--- src/phpwm_pkg.sv ---
// ----------------------------------------------------------------------------
// phpwm_pkg
// Shared types, constants and helpers for the PID phase loop with
// third-harmonic PWM.
// ----------------------------------------------------------------------------
package phpwm_pkg;

	// Quarter-wave sine resolution (entries = 2**SINE_LOG2, at most 2**14)
	localparam int SINE_LOG2    = 10;
	localparam int SINE_ENTRIES = 1 << SINE_LOG2;
	localparam int POLE_PAIRS_DEF = 7;

	localparam logic [29:0] INV_TWO_PI_Q32 = 30'd683565276;
	localparam logic [28:0] HARM_GAIN_Q32  = 29'd413283421;
	localparam logic [15:0] THIRD_TURN     = 16'd21845;

	// Sine polynomial coefficients, Q30
	localparam logic [30:0] C1_Q30 = 31'd1686629713;
	localparam logic [30:0] C3_Q30 = 31'd693598668;
	localparam logic [30:0] C5_Q30 = 31'd85569306;
	localparam logic [30:0] C7_Q30 = 31'd5026991;
	localparam logic [30:0] C9_Q30 = 31'd172272;

	typedef enum logic [2:0] {
		REG_GAIN_P    = 3'd0,
		REG_GAIN_I    = 3'd1,
		REG_GAIN_D    = 3'd2,
		REG_REACH_THR = 3'd3,
		REG_PWM_PER   = 3'd4
	} cfg_idx_t;

	typedef struct packed {
		logic signed [31:0] goal_pos;
		logic               motor_select;
	} in_item_t;

	typedef struct packed {
		logic [15:0] duty_u_high;
		logic [15:0] duty_v_high;
		logic [15:0] duty_w_high;
		logic [15:0] duty_u_low;
		logic [15:0] duty_v_low;
		logic [15:0] duty_w_low;
		logic        at_goal;
		logic        duties_applied;
	} out_item_t;

	typedef struct packed {
		logic signed [15:0] gain_p;
		logic signed [15:0] gain_i;
		logic signed [15:0] gain_d;
		logic        [30:0] reach_threshold;
		logic        [15:0] pwm_top;
	} cfg_t;

	// Clamp to the signed 32-bit range
	function automatic logic signed [31:0] sat32(input logic signed [42:0] x);
		if (x > 43'sd2147483647)
			return 32'sh7FFF_FFFF;
		else if (x < -43'sd2147483648)
			return 32'sh8000_0000;
		else
			return x[31:0];
	endfunction

	// Horner step coefficient: C7, C5, C3, C1
	function automatic logic [30:0] poly_coef(input logic [1:0] k);
		case (k)
			2'd0:    return C7_Q30;
			2'd1:    return C5_Q30;
			2'd2:    return C3_Q30;
			default: return C1_Q30;
		endcase
	endfunction

endpackage

--- src/pid_phase_loop_with_harmonic_pwm_core.sv ---
// ----------------------------------------------------------------------------
// pid_phase_loop_with_harmonic_pwm_core
// Position PID loop driving a three-phase PWM with third-harmonic injection.
// ----------------------------------------------------------------------------
// Sequencing: each sine runs the squaring and Horner steps on the shared
//   multiplier, skipped at an exact quarter turn (at most two of the four
//   sines per tick); the output state waits while the output register is full.
// Flow: the single multiplier sequencer works on one tick at a time;
//   a two-entry input queue and an output register decouple sides.
// Reset: arst_n clears loop state, queue and output valid, and loads the
//   register defaults; no clearing pass is needed.
module pid_phase_loop_with_harmonic_pwm_core #(
	parameter int POLE_PAIRS = phpwm_pkg::POLE_PAIRS_DEF
) (
	input  logic                 clk,
	input  logic                 arst_n,
	input  logic                 in_valid,
	output logic                 in_ready,
	input  phpwm_pkg::in_item_t  in_data,
	output logic                 out_valid,
	input  logic                 out_ready,
	output phpwm_pkg::out_item_t out_data,
	input  logic                 cfg_valid,
	output logic                 cfg_ready,
	input  logic [2:0]           cfg_index,
	input  logic [31:0]          cfg_data
);
	import phpwm_pkg::*;

	cfg_t     cfg_q;
	logic     head_valid;
	in_item_t head_data;
	logic     head_pop;

	assign cfg_ready = 1'b1;

	// configuration register file
	always_ff @(posedge clk or negedge arst_n) begin
		if (!arst_n) begin
			cfg_q.gain_p          <= 16'sd256;
			cfg_q.gain_i          <= 16'sd0;
			cfg_q.gain_d          <= 16'sd0;
			cfg_q.reach_threshold <= 31'd655;
			cfg_q.pwm_top         <= 16'd1000;
		end else if (cfg_valid && cfg_ready) begin
			unique case (cfg_idx_t'(cfg_index))
				REG_GAIN_P:    cfg_q.gain_p          <= cfg_data[15:0];
				REG_GAIN_I:    cfg_q.gain_i          <= cfg_data[15:0];
				REG_GAIN_D:    cfg_q.gain_d          <= cfg_data[15:0];
				REG_REACH_THR: cfg_q.reach_threshold <= cfg_data[30:0];
				REG_PWM_PER:   cfg_q.pwm_top         <= cfg_data[15:0];
				default: ;
			endcase
		end
	end

	phpwm_front u_front (
		.clk        (clk),
		.arst_n     (arst_n),
		.in_valid   (in_valid),
		.in_ready   (in_ready),
		.in_data    (in_data),
		.head_valid (head_valid),
		.head_data  (head_data),
		.head_pop   (head_pop)
	);

	phpwm_back #(
		.POLE_PAIRS (POLE_PAIRS)
	) u_back (
		.clk        (clk),
		.arst_n     (arst_n),
		.cfg        (cfg_q),
		.head_valid (head_valid),
		.head_data  (head_data),
		.head_pop   (head_pop),
		.out_valid  (out_valid),
		.out_ready  (out_ready),
		.out_data   (out_data)
	);

endmodule

--- src/phpwm_front.sv ---
// ----------------------------------------------------------------------------
// phpwm_front
// Input side: takes control ticks and holds them in a two-entry queue
// until the back end picks them up.
// ----------------------------------------------------------------------------
module phpwm_front (
	input  logic                clk,
	input  logic                arst_n,
	input  logic                in_valid,
	output logic                in_ready,
	input  phpwm_pkg::in_item_t in_data,
	output logic                head_valid,
	output phpwm_pkg::in_item_t head_data,
	input  logic                head_pop
);
	import phpwm_pkg::*;

	in_item_t    slot_q [2];
	logic        wr_ptr_q;
	logic        rd_ptr_q;
	logic [1:0]  count_q;
	logic        push;
	logic        pop;

	assign in_ready   = (count_q != 2'd2);
	assign push       = in_valid & in_ready;
	assign pop        = head_pop & head_valid;
	assign head_valid = (count_q != 2'd0);
	assign head_data  = slot_q[rd_ptr_q];

	// storage
	always_ff @(posedge clk) begin
		if (push)
			slot_q[wr_ptr_q] <= in_data;
	end

	// pointers and fill count
	always_ff @(posedge clk or negedge arst_n) begin
		if (!arst_n) begin
			wr_ptr_q <= 1'b0;
			rd_ptr_q <= 1'b0;
			count_q  <= 2'd0;
		end else begin
			if (push)
				wr_ptr_q <= ~wr_ptr_q;
			if (pop)
				rd_ptr_q <= ~rd_ptr_q;
			if (push && !pop)
				count_q <= count_q + 2'd1;
			else if (pop && !push)
				count_q <= count_q - 2'd1;
		end
	end

endmodule

--- src/phpwm_back.sv ---
// ----------------------------------------------------------------------------
// phpwm_back
// Sequencer around one shared 34x34 multiplier: PID terms, phase advance,
// four sines from the Taylor polynomial, duties and position update.
// ----------------------------------------------------------------------------
module phpwm_back #(
	parameter int POLE_PAIRS = phpwm_pkg::POLE_PAIRS_DEF
) (
	input  logic                 clk,
	input  logic                 arst_n,
	input  phpwm_pkg::cfg_t      cfg,
	input  logic                 head_valid,
	input  phpwm_pkg::in_item_t  head_data,
	output logic                 head_pop,
	output logic                 out_valid,
	input  logic                 out_ready,
	output phpwm_pkg::out_item_t out_data
);
	import phpwm_pkg::*;

	localparam logic [31:0] RECIP = 32'(64'd4294967295 / POLE_PAIRS);
	localparam logic [6:0]  PP    = 7'(POLE_PAIRS);

	typedef enum logic [24:0] {
		ST_IDLE  = 25'd1 << 0,
		ST_ERR   = 25'd1 << 1,
		ST_MP    = 25'd1 << 2,
		ST_MI    = 25'd1 << 3,
		ST_MD    = 25'd1 << 4,
		ST_SUM   = 25'd1 << 5,
		ST_U     = 25'd1 << 6,
		ST_STEP  = 25'd1 << 7,
		ST_PH    = 25'd1 << 8,
		ST_SSET  = 25'd1 << 9,
		ST_SSQ   = 25'd1 << 10,
		ST_SS    = 25'd1 << 11,
		ST_SPOLY = 25'd1 << 12,
		ST_SPUPD = 25'd1 << 13,
		ST_SR    = 25'd1 << 14,
		ST_SFIN  = 25'd1 << 15,
		ST_DM    = 25'd1 << 16,
		ST_DF    = 25'd1 << 17,
		ST_DP    = 25'd1 << 18,
		ST_DW    = 25'd1 << 19,
		ST_DV1   = 25'd1 << 20,
		ST_DV2   = 25'd1 << 21,
		ST_DV3   = 25'd1 << 22,
		ST_DV4   = 25'd1 << 23,
		ST_OUT   = 25'd1 << 24
	} state_t;

	state_t state_q;

	// loop state
	logic signed [31:0] error_sum_q;
	logic signed [31:0] last_error_q;
	logic        [15:0] phase_q;
	logic signed [31:0] pos_q;

	// per-tick working registers
	logic signed [31:0] tgt_q;
	logic               sel_q;
	logic signed [31:0] e_q;
	logic signed [32:0] diff_q;
	logic               reached_q;
	logic signed [41:0] acc_q;
	logic signed [31:0] u_q;
	logic        [29:0] z_q;
	logic        [29:0] s_q;
	logic        [30:0] p_q;
	logic               neg_q;
	logic signed [17:0] sv_q [4];
	logic        [16:0] f_q;
	logic        [15:0] duty_q [3];
	logic        [31:0] q0_q;
	logic        [1:0]  sin_cnt_q;
	logic        [1:0]  poly_cnt_q;
	logic        [1:0]  duty_cnt_q;
	logic signed [67:0] prod_q;
	out_item_t          res_q;
	logic               res_v_q;

	// shared multiplier operands
	logic signed [33:0] mul_a;
	logic signed [33:0] mul_b;

	logic signed [32:0] e_wide;
	logic signed [31:0] e_new;
	logic        [31:0] e_mag;
	logic        [31:0] u_abs;
	logic        [15:0] angle;
	logic        [1:0]  quad;
	logic [SINE_LOG2-1:0] idx;
	logic [SINE_LOG2:0]   jdx;
	logic        [31:0] r_raw;
	logic        [18:0] r_rnd;
	logic        [16:0] r_mag;
	logic signed [17:0] s_sel;
	logic signed [20:0] m_val;
	logic signed [20:0] f_raw;
	logic        [32:0] rem;
	logic        [31:0] q_fix;
	logic signed [42:0] q_s;
	logic               out_take;
	logic               res_load;

	// error and magnitude
	assign e_wide = 33'(tgt_q) - 33'(pos_q);
	assign e_new  = sat32(43'(e_wide));
	assign e_mag  = e_q[31] ? 32'(-33'(e_q)) : 32'(e_q);
	assign u_abs  = u_q[31] ? 32'(-33'(u_q)) : 32'(u_q);

	// sine angle decode: quadrant, mirrored quarter index
	always_comb begin
		case (sin_cnt_q)
			2'd0:    angle = phase_q;
			2'd1:    angle = phase_q - THIRD_TURN;
			2'd2:    angle = phase_q + THIRD_TURN;
			default: angle = (phase_q << 1) + phase_q;
		endcase
	end
	assign quad = angle[15:14];
	assign idx  = SINE_LOG2'(angle[13:0] >> (14 - SINE_LOG2));
	assign jdx  = quad[0] ? ((SINE_LOG2+1)'(SINE_ENTRIES) - {1'b0, idx}) : {1'b0, idx};

	// sine rounding to Q0.16
	assign r_raw = prod_q[61:30];
	assign r_rnd = 19'((33'(r_raw) + 33'd8192) >> 14);
	assign r_mag = (r_rnd > 19'd65535) ? 17'd65535 : r_rnd[16:0];

	// harmonic mix m = 6*s + s3
	assign s_sel = (duty_cnt_q == 2'd0) ? sv_q[0] : ((duty_cnt_q == 2'd1) ? sv_q[1] : sv_q[2]);
	assign m_val = (21'(s_sel) <<< 2) + (21'(s_sel) <<< 1) + 21'(sv_q[3]);
	assign f_raw = signed'(prod_q[52:32]) + 21'sd32768;

	// position correction after reciprocal multiply
	assign rem   = {1'b0, u_abs} - prod_q[32:0];
	assign q_fix = (rem >= 33'(PP)) ? (q0_q + 32'd1) : q0_q;
	assign q_s   = signed'({11'd0, q_fix});

	assign head_pop  = (state_q == ST_IDLE) && head_valid;
	assign out_take  = res_v_q && out_ready;
	assign res_load  = (state_q == ST_OUT) && (!res_v_q || out_ready);
	assign out_valid = res_v_q;
	assign out_data  = res_q;

	// multiplier operand select
	always_comb begin
		mul_a = '0;
		mul_b = '0;
		unique case (state_q)
			ST_MP: begin
				mul_a = 34'(cfg.gain_p);
				mul_b = 34'(e_q);
			end
			ST_MI: begin
				mul_a = 34'(cfg.gain_i);
				mul_b = 34'(error_sum_q);
			end
			ST_MD: begin
				mul_a = 34'(cfg.gain_d);
				mul_b = 34'(diff_q);
			end
			ST_STEP: begin
				mul_a = 34'(u_q);
				mul_b = {4'd0, INV_TWO_PI_Q32};
			end
			ST_SSQ: begin
				mul_a = {4'd0, z_q};
				mul_b = {4'd0, z_q};
			end
			ST_SPOLY: begin
				mul_a = {3'd0, p_q};
				mul_b = {4'd0, s_q};
			end
			ST_SR: begin
				mul_a = {3'd0, p_q};
				mul_b = {4'd0, z_q};
			end
			ST_DM: begin
				mul_a = 34'(m_val);
				mul_b = {5'd0, HARM_GAIN_Q32};
			end
			ST_DP: begin
				mul_a = {17'd0, f_q};
				mul_b = {18'd0, cfg.pwm_top};
			end
			ST_DV1: begin
				mul_a = {2'd0, u_abs};
				mul_b = {2'd0, RECIP};
			end
			ST_DV3: begin
				mul_a = {2'd0, q0_q};
				mul_b = {27'd0, PP};
			end
			default: ;
		endcase
	end

	// datapath registers
	always_ff @(posedge clk) begin
		prod_q <= mul_a * mul_b;
		unique case (state_q)
			ST_IDLE: begin
				tgt_q <= head_data.goal_pos;
				sel_q <= head_data.motor_select;
			end
			ST_ERR: begin
				e_q    <= e_new;
				diff_q <= 33'(e_new) - 33'(last_error_q);
			end
			ST_MP:  reached_q <= (e_mag < {1'b0, cfg.reach_threshold});
			ST_MI:  acc_q <= 42'(prod_q >>> 8);
			ST_MD:  acc_q <= acc_q + 42'(prod_q >>> 8);
			ST_SUM: acc_q <= acc_q + 42'(prod_q >>> 8);
			ST_U:   u_q   <= sat32(43'(acc_q));
			ST_SSET: begin
				neg_q <= quad[1];
				z_q   <= 30'(jdx[SINE_LOG2-1:0]) << (30 - SINE_LOG2);
				if (jdx[SINE_LOG2])
					sv_q[sin_cnt_q] <= quad[1] ? -18'sd65536 : 18'sd65536;
			end
			ST_SS: begin
				s_q <= prod_q[59:30];
				p_q <= C9_Q30;
			end
			ST_SPUPD: p_q <= poly_coef(poly_cnt_q) - prod_q[60:30];
			ST_SFIN:  sv_q[sin_cnt_q] <= neg_q ? -18'(r_mag) : 18'(r_mag);
			ST_DF: begin
				if (f_raw < 21'sd0)
					f_q <= 17'd0;
				else if (f_raw > 21'sd65536)
					f_q <= 17'd65536;
				else
					f_q <= f_raw[16:0];
			end
			ST_DW:  duty_q[duty_cnt_q] <= prod_q[31:16];
			ST_DV2: q0_q <= prod_q[63:32];
			ST_OUT: begin
				if (res_load) begin
					res_q.duty_u_high    <= sel_q ? duty_q[0] : 16'd0;
					res_q.duty_v_high    <= sel_q ? duty_q[1] : 16'd0;
					res_q.duty_w_high    <= sel_q ? duty_q[2] : 16'd0;
					res_q.duty_u_low     <= sel_q ? (cfg.pwm_top - duty_q[0]) : 16'd0;
					res_q.duty_v_low     <= sel_q ? (cfg.pwm_top - duty_q[1]) : 16'd0;
					res_q.duty_w_low     <= sel_q ? (cfg.pwm_top - duty_q[2]) : 16'd0;
					res_q.at_goal        <= reached_q;
					res_q.duties_applied <= sel_q;
				end
			end
			default: ;
		endcase
	end

	// sequencer and loop state
	always_ff @(posedge clk or negedge arst_n) begin
		if (!arst_n) begin
			state_q      <= ST_IDLE;
			error_sum_q  <= '0;
			last_error_q <= '0;
			phase_q      <= '0;
			pos_q        <= '0;
			sin_cnt_q    <= '0;
			poly_cnt_q   <= '0;
			duty_cnt_q   <= '0;
			res_v_q      <= 1'b0;
		end else begin
			if (res_load)
				res_v_q <= 1'b1;
			else if (out_take)
				res_v_q <= 1'b0;

			unique case (state_q)
				ST_IDLE: if (head_valid) state_q <= ST_ERR;
				ST_ERR: begin
					error_sum_q <= sat32(43'(error_sum_q) + 43'(e_new));
					state_q     <= ST_MP;
				end
				ST_MP:   state_q <= ST_MI;
				ST_MI:   state_q <= ST_MD;
				ST_MD:   state_q <= ST_SUM;
				ST_SUM:  state_q <= ST_U;
				ST_U:    state_q <= ST_STEP;
				ST_STEP: state_q <= ST_PH;
				ST_PH: begin
					phase_q   <= phase_q + prod_q[47:32];
					sin_cnt_q <= 2'd0;
					state_q   <= ST_SSET;
				end
				ST_SSET: begin
					if (!jdx[SINE_LOG2])
						state_q <= ST_SSQ;
					else if (sin_cnt_q == 2'd3) begin
						duty_cnt_q <= 2'd0;
						state_q    <= ST_DM;
					end else
						sin_cnt_q <= sin_cnt_q + 2'd1;
				end
				ST_SSQ: state_q <= ST_SS;
				ST_SS: begin
					poly_cnt_q <= 2'd0;
					state_q    <= ST_SPOLY;
				end
				ST_SPOLY: state_q <= ST_SPUPD;
				ST_SPUPD: begin
					poly_cnt_q <= poly_cnt_q + 2'd1;
					state_q    <= (poly_cnt_q == 2'd3) ? ST_SR : ST_SPOLY;
				end
				ST_SR: state_q <= ST_SFIN;
				ST_SFIN: begin
					if (sin_cnt_q == 2'd3) begin
						duty_cnt_q <= 2'd0;
						state_q    <= ST_DM;
					end else begin
						sin_cnt_q <= sin_cnt_q + 2'd1;
						state_q   <= ST_SSET;
					end
				end
				ST_DM: state_q <= ST_DF;
				ST_DF: state_q <= ST_DP;
				ST_DP: state_q <= ST_DW;
				ST_DW: begin
					if (duty_cnt_q == 2'd2)
						state_q <= ST_DV1;
					else begin
						duty_cnt_q <= duty_cnt_q + 2'd1;
						state_q    <= ST_DM;
					end
				end
				ST_DV1: state_q <= ST_DV2;
				ST_DV2: state_q <= ST_DV3;
				ST_DV3: state_q <= ST_DV4;
				ST_DV4: begin
					pos_q        <= u_q[31] ? sat32(43'(pos_q) - q_s) : sat32(43'(pos_q) + q_s);
					last_error_q <= e_q;
					state_q      <= ST_OUT;
				end
				ST_OUT: if (res_load) state_q <= ST_IDLE;
				default: state_q <= ST_IDLE;
			endcase
		end
	end

endmodule
--- config.mk ---
export PLATFORM = sky130hd
export DESIGN_NAME = pid_phase_loop_with_harmonic_pwm_core
export DESIGN_NICKNAME = d
export VERILOG_FILES = /design/src/phpwm_pkg.sv /design/src/pid_phase_loop_with_harmonic_pwm_core.sv /design/src/phpwm_front.sv /design/src/phpwm_back.sv
export SDC_FILE = /design/constraint.sdc
export NUM_CORES = 2
export LEC_CHECK = 0
export BUFFER_PORTS_ARGS = -buffer_cell sky130_fd_sc_hd__buf_2
export CAP_MARGIN = 20
export CORE_UTILIZATION = 60
export DETAILED_ROUTE_END_ITERATION = 10
export GPL_TIMING_DRIVEN = 0
export PLACE_DENSITY = 0.77
export REMOVE_ABC_BUFFERS = 1
export SLEW_MARGIN = 0
export SYNTH_ARGS = -nofsm -noshare
export SYNTH_HDL_FRONTEND = slang
export SYNTH_SLANG_ARGS = --single-unit
--- constraint.sdc ---
create_clock -name clk -period 14.45 [get_ports clk]
set_input_delay 0.7225 -clock clk [delete_from_list [all_inputs] [get_ports clk]]
set_output_delay 0.7225 -clock clk [all_outputs]
set_load 0.005 [all_outputs]
==> key figures <==
Routing
  – Wirelength per Cell: 25.2 µm
  – Initial DRC Count: 8,366
  – DR vias: 75,416
  – Post-DR vias/cell: 6.22
  – Drt drc: 0
  – WL final: 305 mm
  – Routed Antenna Nets: 0
  – DRT Pass-1 Iters: 9

Synthesis
  – Simple logic cell fraction of the synthesized area: 13.3%
  – Synth Warn #: 0
  – Post-Synth XOR/XNOR Area: 4.48%
  – Syn Area/Cell: 9.52 µm²
  – Post-synth EDFFs: 578
  – Sequential area share after synthesis: 26.3%
  – Top cells by area, synth: fa_1 (26%), edfxtp_1 (18%), ha_1 (8.2%), inv_1 (6.9%), dfrtp_1 (6.1%)
  – Post-Syn Instances: 9,884
  – Synth Register Bits: 885
  – Asr flop ratio synth: 27.5%
  – Share of the synthesized area in the top cell type: 25.6%
  – Mapped Area: 94,100 µm²
  – Top_reg_cell synth: edfxtp_1
  – Post-synthesis mux area share: 1.90%
  – Synth Area in Compound Gates: 11.3%
  – Post-Synth Adder-Cell Area: 34.1%
  – Largest family of logic cells by synthesized area: adder cells
  – Cell variety after synth: 107
  – Area leader, netlist: fa_1

CTS
  – CTS tree: built
  – Inserted Clock Buffers: 92
  – Clock transition at path regs: 70 ps
  – Clock root buffer: clkbuf_16
  – Clk buf depth: 3
  – CTS H-tree depth: 3
  – Number of clock sinks: 885
  – Clk_lat worst skew: 730 ps

Worst setup path
  – End of the worst register-to-register path: u_back.prod_q[61]
  – Crit-path max FO: 13
  – Slowest CP cell: fa_1
  – Worst EP required: 15,090 ps
  – Critical path depth: 52
  – CP startpoint kind: flop
  – CP arrival: 14,700 ps
  – Crit path buf inv count: 11
  – Kind of critical path: flop to flop
  – CP top delay family: adder cells
  – Worst-case reg-to-reg path depth: 52
  – Top cell by count, worst path: fa_1
  – CP Capture Type: flop
  – Setup slack, reg-to-reg: 390 ps
  – Crit path largest cell delay: 570 ps
  – RR Startpoint: u_back.duty_cnt_q[1]

Finish
  – Layout cell share with drive strength beyond 1: 8.77%
  – Nets: 11,881
  – Commonest non-fill, non-tap cell in the layout: inv_1
  – Syn-to-layout area delta: 9.54%
  – Leading cell types in the layout, fill and taps excluded: inv_1 (1,734), fa_1 (1,201), nor2_1 (973)
  – Fin cells: 12,119

Placed design
  – Inst Count DP: 11,899
  – IO Port Bufs: 171
  – Detailed Place HPWL: 244 mm
  – Gpl congestion: 1.04

Min path
  – Hold Crit Depth: 1
  – Min-Delay Endpoint: u_front.slot_q[1][11]
  – Hold wc startpoint: in_data[11]
  – Worst hold path class: input port to flop

Run
  – Max cap viols: 0

Run status
  – Status: finished clean

STA
  – Highest Clock Rate: 0.0711 GHz
  – Final hold vios: 0
  – Worst slew pin tran: 1270 ps
  – Minimum clock period: 14,060 ps
  – Setup TNS: 0 ps
  – Setup-failing EPs final: 0
  – Final period util: 97.3%
  – Rel. slew slack: 15.7%
  – Final count of pins violating max slew: 0
  – Layout Skew: 39.3 ps

Floorplanning
  – Starting Density: 60.7%
  – Row Count: 144
  – CORE AREA: 155,000 µm²
  – Die area: 158,000 µm²
  – Die width: 398 µm
  – Io pins: 174
  – Die Height: 398 µm

Global routing
  – Overflow after GRT: 0
  – Largest net degree at the start of global routing: 116
  – Vias in the first global route: 76,144
  – GRT Util Overall: 38.9%
  – Initial antenna violation count: 18
  – First-pass GRT wire length: 458 mm

Power and ir drop
  – Total Power: 12.2 mW
  – PD cells: 118 nW/µm²
  – Leak: 46.5 nW
  – Peak VDD IR: 0.240 mV
[report_power, final]
part	internal, mW	switching (mW)	leakage (nW)
Sequential	3.24	0.427	9.23
Combinational	2.39	3.64	35.8
Clock	1.36	1.11	1.47
[worst max-delay path by stage]
| stage | startpoint | slack, ps | endpoint |
|---|---|---|---|
| floorplan | u_back.duty_cnt_q[1] | -420 | u_back.prod_q[58] |
| global placement | u_back.duty_cnt_q[1] | -8760 | u_back.prod_q[61] |
| detailed placement | u_back.duty_cnt_q[1] | -1400 | u_back.prod_q[61] |
| CTS | u_back.duty_cnt_q[1] | 5 | u_back.prod_q[58] |
| global route | u_back.duty_cnt_q[1] | -4 | u_back.prod_q[61] |
| finish | u_back.duty_cnt_q[1] | 390 | u_back.prod_q[61] |
[metrics by stage]
step	worst slack [ps]	hold WS, ps	util [%]	cell area, µm²
final	394	182	66.5	103000
after global routing	-3.92	164	66.5	103000
after CTS	4.87	138	66.3	103000
after detailed placement	-1400	415	64.2	99400
after global placement	-8760	419	61.9	95900
after floorplan	-416	386	-	92500
[cells by family (layout without fill, tap and decap cells)]
| logic type | Yosys count | after routing |
|---|---|---|
| simple gates | 2760 | 2760 |
| buf+inv | 2132 | 2314 |
| fa+ha+maj | 1849 | 1849 |
| compound gates | 1619 | 1620 |
| flops | 885 | 885 |
| xor+xnor | 476 | 476 |
| mux | 162 | 162 |
| other cells | 1 | 9 |
[sequential cells by signal, summed over array words and instances, names as in the netlist, 33 cells and up]
signal,flops
u_back.out_data,98
cfg_q,95
u_back.sv_q,72
u_front.slot_q,66
u_back.prod_q,64
u_back.duty_q,48
u_back.acc_q,42
u_back.diff_q,33
[metal layers]
layer | global-route usage, % | wire [µm]
met1 | 48.6 | 109000
met2 | 59.8 | 136000
met3 | 9.70 | 35500
met4 | 26.2 | 24500
met5 | 0 | 130
[layout make-up]
cell class | count | area, µm²
antenna | 8 | 20.0
clock buffer | 106 | 2410
clock inverter | 65 | 661
fill | 11896 | 51900
inverter | 1746 | 6560
multi-input combinational | 6868 | 62000
sequential | 885 | 24700
tap | 2044 | 2560
timing repair buffer | 397 | 4110
[worst register-to-register path: cells and delay by family, from the launching register on]
kind	cells	cell delay (ps)
xor gates and xnor gates	2	350
and+or+nand+nor	4	510
DFF	1	390
muxes	1	240
adders and majority gates	13	5980
buffers and inverters	11	1420
AOI/OAI and AO/OA	21	5150
[what timing repair did]
| action | CTS | global route |
|---|---|---|
| buffers inserted | 7 | 27 |
| setup endpoints to repair | 27 | 13 |
| endpoints found under the hold margin | 47 | 0 |
| resized for setup | 17 | 17 |
| hold buffers | 1 | 0 |
| gates cloned | 1 | 0 |
| pin swaps | 7 | 12 |
[synthesized netlist by cell type, drive strengths merged, types with 27 or more instances]
cell and n:
inv 1741, fa 1202, nor2 979, nand2 914, ha 616, edfxtp 578, a21oi 399, o21ai 375
xnor2 325, clkbuf 286, dfrtp 229, a21o 158, xor2 151, mux2 133, nor3 127, a22oi 124
nand3 123, nand2b 102, buf 100, nor2b 80, and2 65, dfxtp 64, and3 62, or3 59
o21a 58, nor3b 49, o31ai 49, o21bai 45, nor4 43, a31oi 42, a211oi 41, nand4 40
a21boi 35, or2 34, a222oi 32, o211ai 32, maj3 31, mux2i 29, a211o 27
No activity file was read; power rests on OpenSTA's default activity.
